## src/hw/rtl/trace_ring_buffer_with_overflow_marker_defines.svh

```systemverilog
// ---------------------------------------------------------------------------
// trace ring buffer assertion macros
// shared concurrent assertion forms, clocked on clk, quiet while in reset
// ---------------------------------------------------------------------------
`ifndef TRACE_RING_BUFFER_WITH_OVERFLOW_MARKER_DEFINES_SVH
`define TRACE_RING_BUFFER_WITH_OVERFLOW_MARKER_DEFINES_SVH

// same-cycle implication
`define TRB_ASSERT_NOW(label, ante, cons, msg) \
	label: assert property (@(posedge clk) disable iff (!arst_n) (ante) |-> (cons)) \
		else $error(msg);

// next-cycle implication
`define TRB_ASSERT_NEXT(label, ante, cons, msg) \
	label: assert property (@(posedge clk) disable iff (!arst_n) (ante) |=> (cons)) \
		else $error(msg);

`endif

```

## src/hw/rtl/trb_pkg.sv

```systemverilog
// ---------------------------------------------------------------------------
// trace ring buffer package
// word types, operation codes, register indexes and size defaults
// ---------------------------------------------------------------------------
package trb_pkg;

	localparam int unsigned TRB_CAPACITY  = 256;
	localparam int unsigned READ_INDEX_W  = 8;
	localparam int unsigned ENTRY_COUNT_W = 9;
	localparam int unsigned CFG_INDEX_W   = 8;
	localparam int unsigned CFG_DATA_W    = 16;

	typedef enum logic [1:0] {
		OP_EMIT  = 2'd0,
		OP_READ  = 2'd1,
		OP_CLEAR = 2'd2
	} op_e;

	localparam logic [CFG_INDEX_W-1:0] CFG_MARKER_KIND   = 8'd0;
	localparam logic [CFG_INDEX_W-1:0] CFG_MARKER_SUBSYS = 8'd1;

	typedef struct packed {
		logic [1:0]              kind;
		logic [15:0]             rec_kind;
		logic [7:0]              rec_subsystem;
		logic [63:0]             rec_payload;
		logic [READ_INDEX_W-1:0] read_index;
	} in_word_t;

	typedef struct packed {
		logic [63:0]              emitted_sequence;
		logic                     found;
		logic [15:0]              out_kind;
		logic [7:0]               out_subsystem;
		logic [63:0]              out_payload;
		logic [63:0]              out_sequence;
		logic [ENTRY_COUNT_W-1:0] entry_count;
		logic [63:0]              dropped_total;
		logic [63:0]              next_seq;
		logic                     marker_written;
	} out_word_t;

	typedef struct packed {
		logic [15:0] kind;
		logic [7:0]  subsystem;
		logic [63:0] payload;
		logic [63:0] seq_no;
	} record_t;

	// per-cycle status from the control unit to the result stage
	typedef struct packed {
		logic                     marker_step;
		logic                     found;
		logic [63:0]              emitted_sequence;
		logic [ENTRY_COUNT_W-1:0] entry_count;
		logic [63:0]              dropped_total;
		logic [63:0]              next_seq;
	} status_t;

endpackage

```

## src/hw/rtl/trb_ctrl.sv

```systemverilog
// ---------------------------------------------------------------------------
// trace ring buffer control
// pointers, counters, overflow flag and per-item write/read decisions
// ---------------------------------------------------------------------------
`include "trace_ring_buffer_with_overflow_marker_defines.svh"

module trb_ctrl
	import trb_pkg::*;
#(
	parameter int unsigned CAPACITY = TRB_CAPACITY,
	localparam int unsigned AW = $clog2(CAPACITY)
) (
	input  logic          clk,
	input  logic          arst_n,
	input  logic          valid,
	input  in_word_t      item,
	input  logic [15:0]   marker_kind,
	input  logic [7:0]    marker_subsys,
	output logic          we,
	output logic [AW-1:0] waddr,
	output record_t       wdata,
	output logic [AW-1:0] raddr,
	output status_t       status
);

	localparam int unsigned CNTW = $clog2(CAPACITY + 1);
	localparam int unsigned CMPW = (CNTW > READ_INDEX_W) ? CNTW : READ_INDEX_W;
	localparam logic [CNTW-1:0] CAP_CNT = CNTW'(CAPACITY);

	logic [AW-1:0]   wp_q, wp_d;
	logic [CNTW-1:0] held_q, held_d;
	logic [63:0]     seq_q, seq_d;
	logic [63:0]     dropped_q, dropped_d;
	logic            ovf_q, ovf_d;

	logic            full;
	logic            marker_step;
	logic            hit;
	logic [AW-1:0]   start_idx;

	assign full        = (held_q == CAP_CNT);
	assign marker_step = valid && (item.kind == OP_EMIT) && full && !ovf_q;
	assign hit         = CMPW'(item.read_index) < CMPW'(held_q);
	// oldest entry sits at the write pointer once the ring has wrapped
	assign start_idx   = full ? wp_q : '0;

	always_comb begin
		wp_d      = wp_q;
		held_d    = held_q;
		seq_d     = seq_q;
		dropped_d = dropped_q;
		ovf_d     = ovf_q;
		we        = 1'b0;
		waddr     = wp_q;
		wdata     = '0;
		raddr     = start_idx + AW'(item.read_index);
		status    = '0;
		if (marker_step) begin
			we        = 1'b1;
			wdata     = '{kind: marker_kind, subsystem: marker_subsys,
				payload: dropped_q + 64'd1, seq_no: seq_q};
			wp_d      = wp_q + 1'b1;
			seq_d     = seq_q + 64'd1;
			dropped_d = dropped_q + 64'd1;
			ovf_d     = 1'b1;
		end else if (valid) begin
			unique case (item.kind)
				OP_EMIT: begin
					we     = 1'b1;
					wdata  = '{kind: item.rec_kind, subsystem: item.rec_subsystem,
						payload: item.rec_payload, seq_no: seq_q};
					status.emitted_sequence = seq_q;
					wp_d   = wp_q + 1'b1;
					seq_d  = seq_q + 64'd1;
					if (full) begin
						dropped_d = dropped_q + 64'd1;
					end else begin
						held_d = held_q + 1'b1;
					end
				end
				OP_READ: begin
					status.found = hit;
				end
				OP_CLEAR: begin
					wp_d      = '0;
					held_d    = '0;
					seq_d     = 64'd1;
					dropped_d = '0;
					ovf_d     = 1'b0;
				end
				default: begin
					// unused code: status only
				end
			endcase
		end
		status.marker_step   = marker_step;
		status.entry_count   = ENTRY_COUNT_W'(held_d);
		status.dropped_total = dropped_d;
		status.next_seq      = seq_d;
	end

	always_ff @(posedge clk or negedge arst_n) begin
		if (!arst_n) begin
			wp_q      <= '0;
			held_q    <= '0;
			seq_q     <= 64'd1;
			dropped_q <= '0;
			ovf_q     <= 1'b0;
		end else if (valid) begin
			wp_q      <= wp_d;
			held_q    <= held_d;
			seq_q     <= seq_d;
			dropped_q <= dropped_d;
			ovf_q     <= ovf_d;
		end
	end

	`TRB_ASSERT_NOW(a_held_range, 1'b1, held_q <= CAP_CNT, "held count above capacity")
	`TRB_ASSERT_NOW(a_wp_tracks_fill, held_q < CAP_CNT, wp_q == AW'(held_q),
		"write pointer off fill count before wrap")
	`TRB_ASSERT_NOW(a_no_drop_before_marker, !ovf_q, dropped_q == 64'd0,
		"records dropped without overflow marker")
	`TRB_ASSERT_NEXT(a_marker_sets_flag, marker_step, ovf_q && full,
		"marker step did not set overflow flag")

endmodule

```

## config.mk

```make
export PLATFORM = sky130hd
export DESIGN_NAME = trb_ctrl
export DESIGN_NICKNAME = d
export VERILOG_FILES = /design/src/hw/rtl/trb_pkg.sv /design/src/hw/rtl/trb_ctrl.sv
export VERILOG_INCLUDE_DIRS = /design/src /design/src/hw/rtl
export SDC_FILE = /design/constraint.sdc
export NUM_CORES = 1
export LEC_CHECK = 0
export ABC_AREA = 1
export BUFFER_PORTS_ARGS = -buffer_cell sky130_fd_sc_hd__buf_2
export CAP_MARGIN = 10
export CORE_AREA = 5 5 191 193
export DETAILED_ROUTE_END_ITERATION = 10
export DIE_AREA = 0 0 196 198
export GPL_TIMING_DRIVEN = 0
export SLEW_MARGIN = 10
export SYNTH_ARGS = -nofsm -noshare
export SYNTH_HDL_FRONTEND = slang
export SYNTH_SLANG_ARGS = --single-unit
```

## constraint.sdc

```tcl
create_clock -name clk -period 10.3 [get_ports clk]
set_clock_uncertainty 0.1 [all_clocks]
set_input_delay 2.06 -clock clk [delete_from_list [all_inputs] [get_ports clk]]
set_output_delay 2.06 -clock clk [all_outputs]
set_load 0.05 [all_outputs]
```

==> run_results.csv <==
group,metric,value,unit
status,status,"finished clean",
floorplanning,row_count,68,
place,hpwl,52400,um
critical_path,reg2reg_slack,7.70,ns
floorplanning,initial_core_util,38.2,%
grt,use_met1,43.6,%
grt,use_met3,6.69,%
clock_tree,cts_tree,"built",
synth,synth_ff_type,"dfrtp_1",
grt,antenna_found_initial,0,
grt,met2_usage,48.6,%
routing,drc,0,
timing,slew_headroom,36.0,%
critical_path,path_max_fanout,10,
clock_tree,cts_buffer_depth,2,
critical_path,crit_required,8.14,ns
floorplanning,die_area,38800,um^2
routing,viasPerCell,5.15,
synth,synthArstFlopShare,100,%
final_layout,n_antenna_cell,0,
place,portBuffers,496,
critical_path,r2r_cells,10,
worst_hold_path,whs_path_depth,1,
critical_path,critPathLaunch,"item[96]",
final_layout,num-fill-cells,3789,
routing,via_count,16727,
synth,synth.avg_cell_area,5.79,um^2
critical_path,r2r-start,"dropped_q[1]$_DFFE_PN0P_",
floorplanning,core_area,34400,um^2
critical_path,crit_path_end,"wdata[96]",
timing,fmax,144,MHz
routing,drtIter0Drc,1363,
clock_tree,post_cts_buffers,0,
critical_path,start_kind,"input pin",
critical_path,critPathSlowestCell,"clkbuf_1",
routing,antenna_left,0,
synth,syn-instance-count,2266,
final_layout,area_growth,28.3,%
critical_path,cp.arrival,4.79,ns
power_and_ir_drop,leakagePower,8.99,nW
timing,rsz0062_at_grt,"false",
timing,fin_setup_tns,0,ns
critical_path,path_cells,"buf_2 -> inv_2 -> nand2_4 -> nor2_4 -> inv_2 -> nor2_4 -> clkbuf_1 -> nand2_1 -> nand2_1 -> buf_2",
synth,synth_most_common_cell,"nand2_1",
synth,yosysWarningCount,0,
synth,synthDistinctLibCells,43,
grt,grt_usage,31.1,%
grt,grt-ovfl-total,0,
floorplanning,die_width,196,um
timing,layout_min_cycle_time,6.95,ns
critical_path,max_stage_delay,0.77,ns
timing,tightest_slew,0.960,ns
grt,grt_busiest_layer,"met2",
floorplanning,io_pins,497,
synth,synth_edf_count,0,
flow_run,cap_violations,0,
grt,grt_pass1_wl,93100,um
timing,fin_crit_sh,67.4,%
final_layout,layout.nets,2927,
place,dp_slack,3.35,ns
power_and_ir_drop,peakVddDrop,0.125,mV
timing,finalHoldViolations,0,
worst_hold_path,min_from,"held_q[0]$_DFFE_PN0P_",
place,dp.cells,3218,
timing,setup_slack,3.35,ns
clock_tree,root_buffer,"clkbuf_16",
synth,synth_largest_area_cell,"dfrtp_1",
synth,synth_area,13100,um^2
final_layout,fin_cells,3250,
routing,wirelength,63100,um
synth,synth-seq-cells,146,
critical_path,r2r_end,"dropped_q[30]$_DFFE_PN0P_",
grt,grt_max_degree,95,
critical_path,critical_path_class,"input pin to output port",
clock_tree,clk_pin_slew_worst_paths,0.07,ns
power_and_ir_drop,p_total,0.00156,W
final_layout,drive_gt1_share,23.1,%
final_layout,final_util,49.0,%
clock_tree,h-tree-depth,4,
clock_tree,cts_resized,0,
routing,wl_per_cell,19.4,um
synth,seq_area_frac_synth,27.9,%
synth,synth_nets,2411,
timing,setup_violations,0,
final_layout,multi_input_area,8270,um^2
place,place.gp.congestion,1.00,
critical_path,crit_path_end_kind,"output port",
final_layout,ff_latch_area,3650,um^2
floorplanning,die_y,198,um
grt,grt_pass1_vias,15501,
timing,maxSlewViolCount,0,
clock_tree,cts_made_buffers,17,
worst_hold_path,hold_class,"flop to flop",
clock_tree,numClockSinks,146,
clock_tree,holdBufCountCts,0,
routing,dr.pass1.iters,5,
power_and_ir_drop,power.density,92.4,nW/um^2
synth,synth.top_cell.area_share,27.7,%
synth,synth_common_cells,"826 x nand2_1, 429 x nor2_1, 199 x inv_1",
clock_tree,worst_skew_pair.late_latency,0.45,ns
synth,yosys-top-cells-area,"dfrtp_1 28%, nand2_1 24%, nor2_1 12%, inv_1 5.7%, nand3_1 5.6%",
[worst min path at each step]
| stage | endpoint | slack, ns |
|---|---|---|
| after floorplan | held_q[0]$_DFFE_PN0P_ | 0.38 |
| after global placement | held_q[0]$_DFFE_PN0P_ | 0.40 |
| after detailed placement | dropped_q[63]$_DFFE_PN0P_ | 0.42 |
| after CTS | held_q[0]$_DFFE_PN0P_ | 0.43 |
| after global routing | held_q[0]$_DFFE_PN0P_ | 0.47 |
| final | held_q[0]$_DFFE_PN0P_ | 0.43 |
[report_power, final]
group | switching [W] | internal, W | total (W)
sequential | 0.0000136 | 0.000585 | 0.000598
combinational | 0.000200 | 0.0000654 | 0.000265
clock | 0.000280 | 0.000412 | 0.000692
[worst max-delay path: cells and delay by family]
| kind | cells | cell delay (ns) |
|---|---|---|
| buffers and inverters | 5 | 1.44 |
| AND/OR/NAND/NOR | 5 | 1.26 |
[final cells by class]
type,count,area share (%)
clock buffer,19,2.63
tap,455,3.38
buffer,76,2.37
clock inverter,13,1.10
multi-input combinational,1833,49.1
sequential,146,21.7
inverter,211,4.71
timing repair buffer,497,15.0
[metrics by stage]
stage / cell area [um^2] / hold slack (ns)
floorplan: 13100 / 0.385
global placement: 16200 / 0.403
detailed placement: 16200 / 0.417
CTS: 16800 / 0.433
global route: 16800 / 0.475
finish: 16800 / 0.435
[cell usage in the layout, fill, tap and decap left out, drive strengths merged, types with 2 or more instances in the layout]
master	Yosys	layout
a21oi	72	72
a22oi	4	4
a31oi	6	6
and2	6	6
buf	48	545
bufinv	0	4
clkbuf	28	47
clkinv	1	5
clkinvlp	0	5
dfrtp	145	145
ha	19	19
inv	210	210
nand2	838	838
nand3	157	157
nand3b	4	4
nand4	31	31
nor2	461	461
nor3	44	44
nor3b	2	2
nor4	5	5
o211ai	9	9
o21a	2	2
o21ai	119	119
o21bai	2	2
o221ai	2	2
o22ai	2	2
or2	2	2
xnor2	11	11
xor2	33	33
[logic make-up after synthesis]
kind of cell	count (synthesis)	synth area share, %
adders and majority gates	20	1.97
and+or+nand+nor	1550	49.3
DFF	146	27.9
AOI/OAI and AO/OA	219	8.83
xor gates and xnor gates	44	2.94
buffers and inverters	287	9.09
[sequential cells by signal, summed over array words and instances, names as in the netlist]
name / count
dropped_q: 64
seq_q: 64
held_q: 9
waddr: 8
ovf_q: 1
[layer usage]
layer / vias to the layer above / share of wire, % / routed length, um
met4: 0 / 2.5 / 1550
met5: - / 0 / 0
met2: 679 / 44 / 27900
met1: 7788 / 45 / 28300
met3: 67 / 8.4 / 5300
li1: 8193 / - / -
Power figures use the tool's default switching activity.
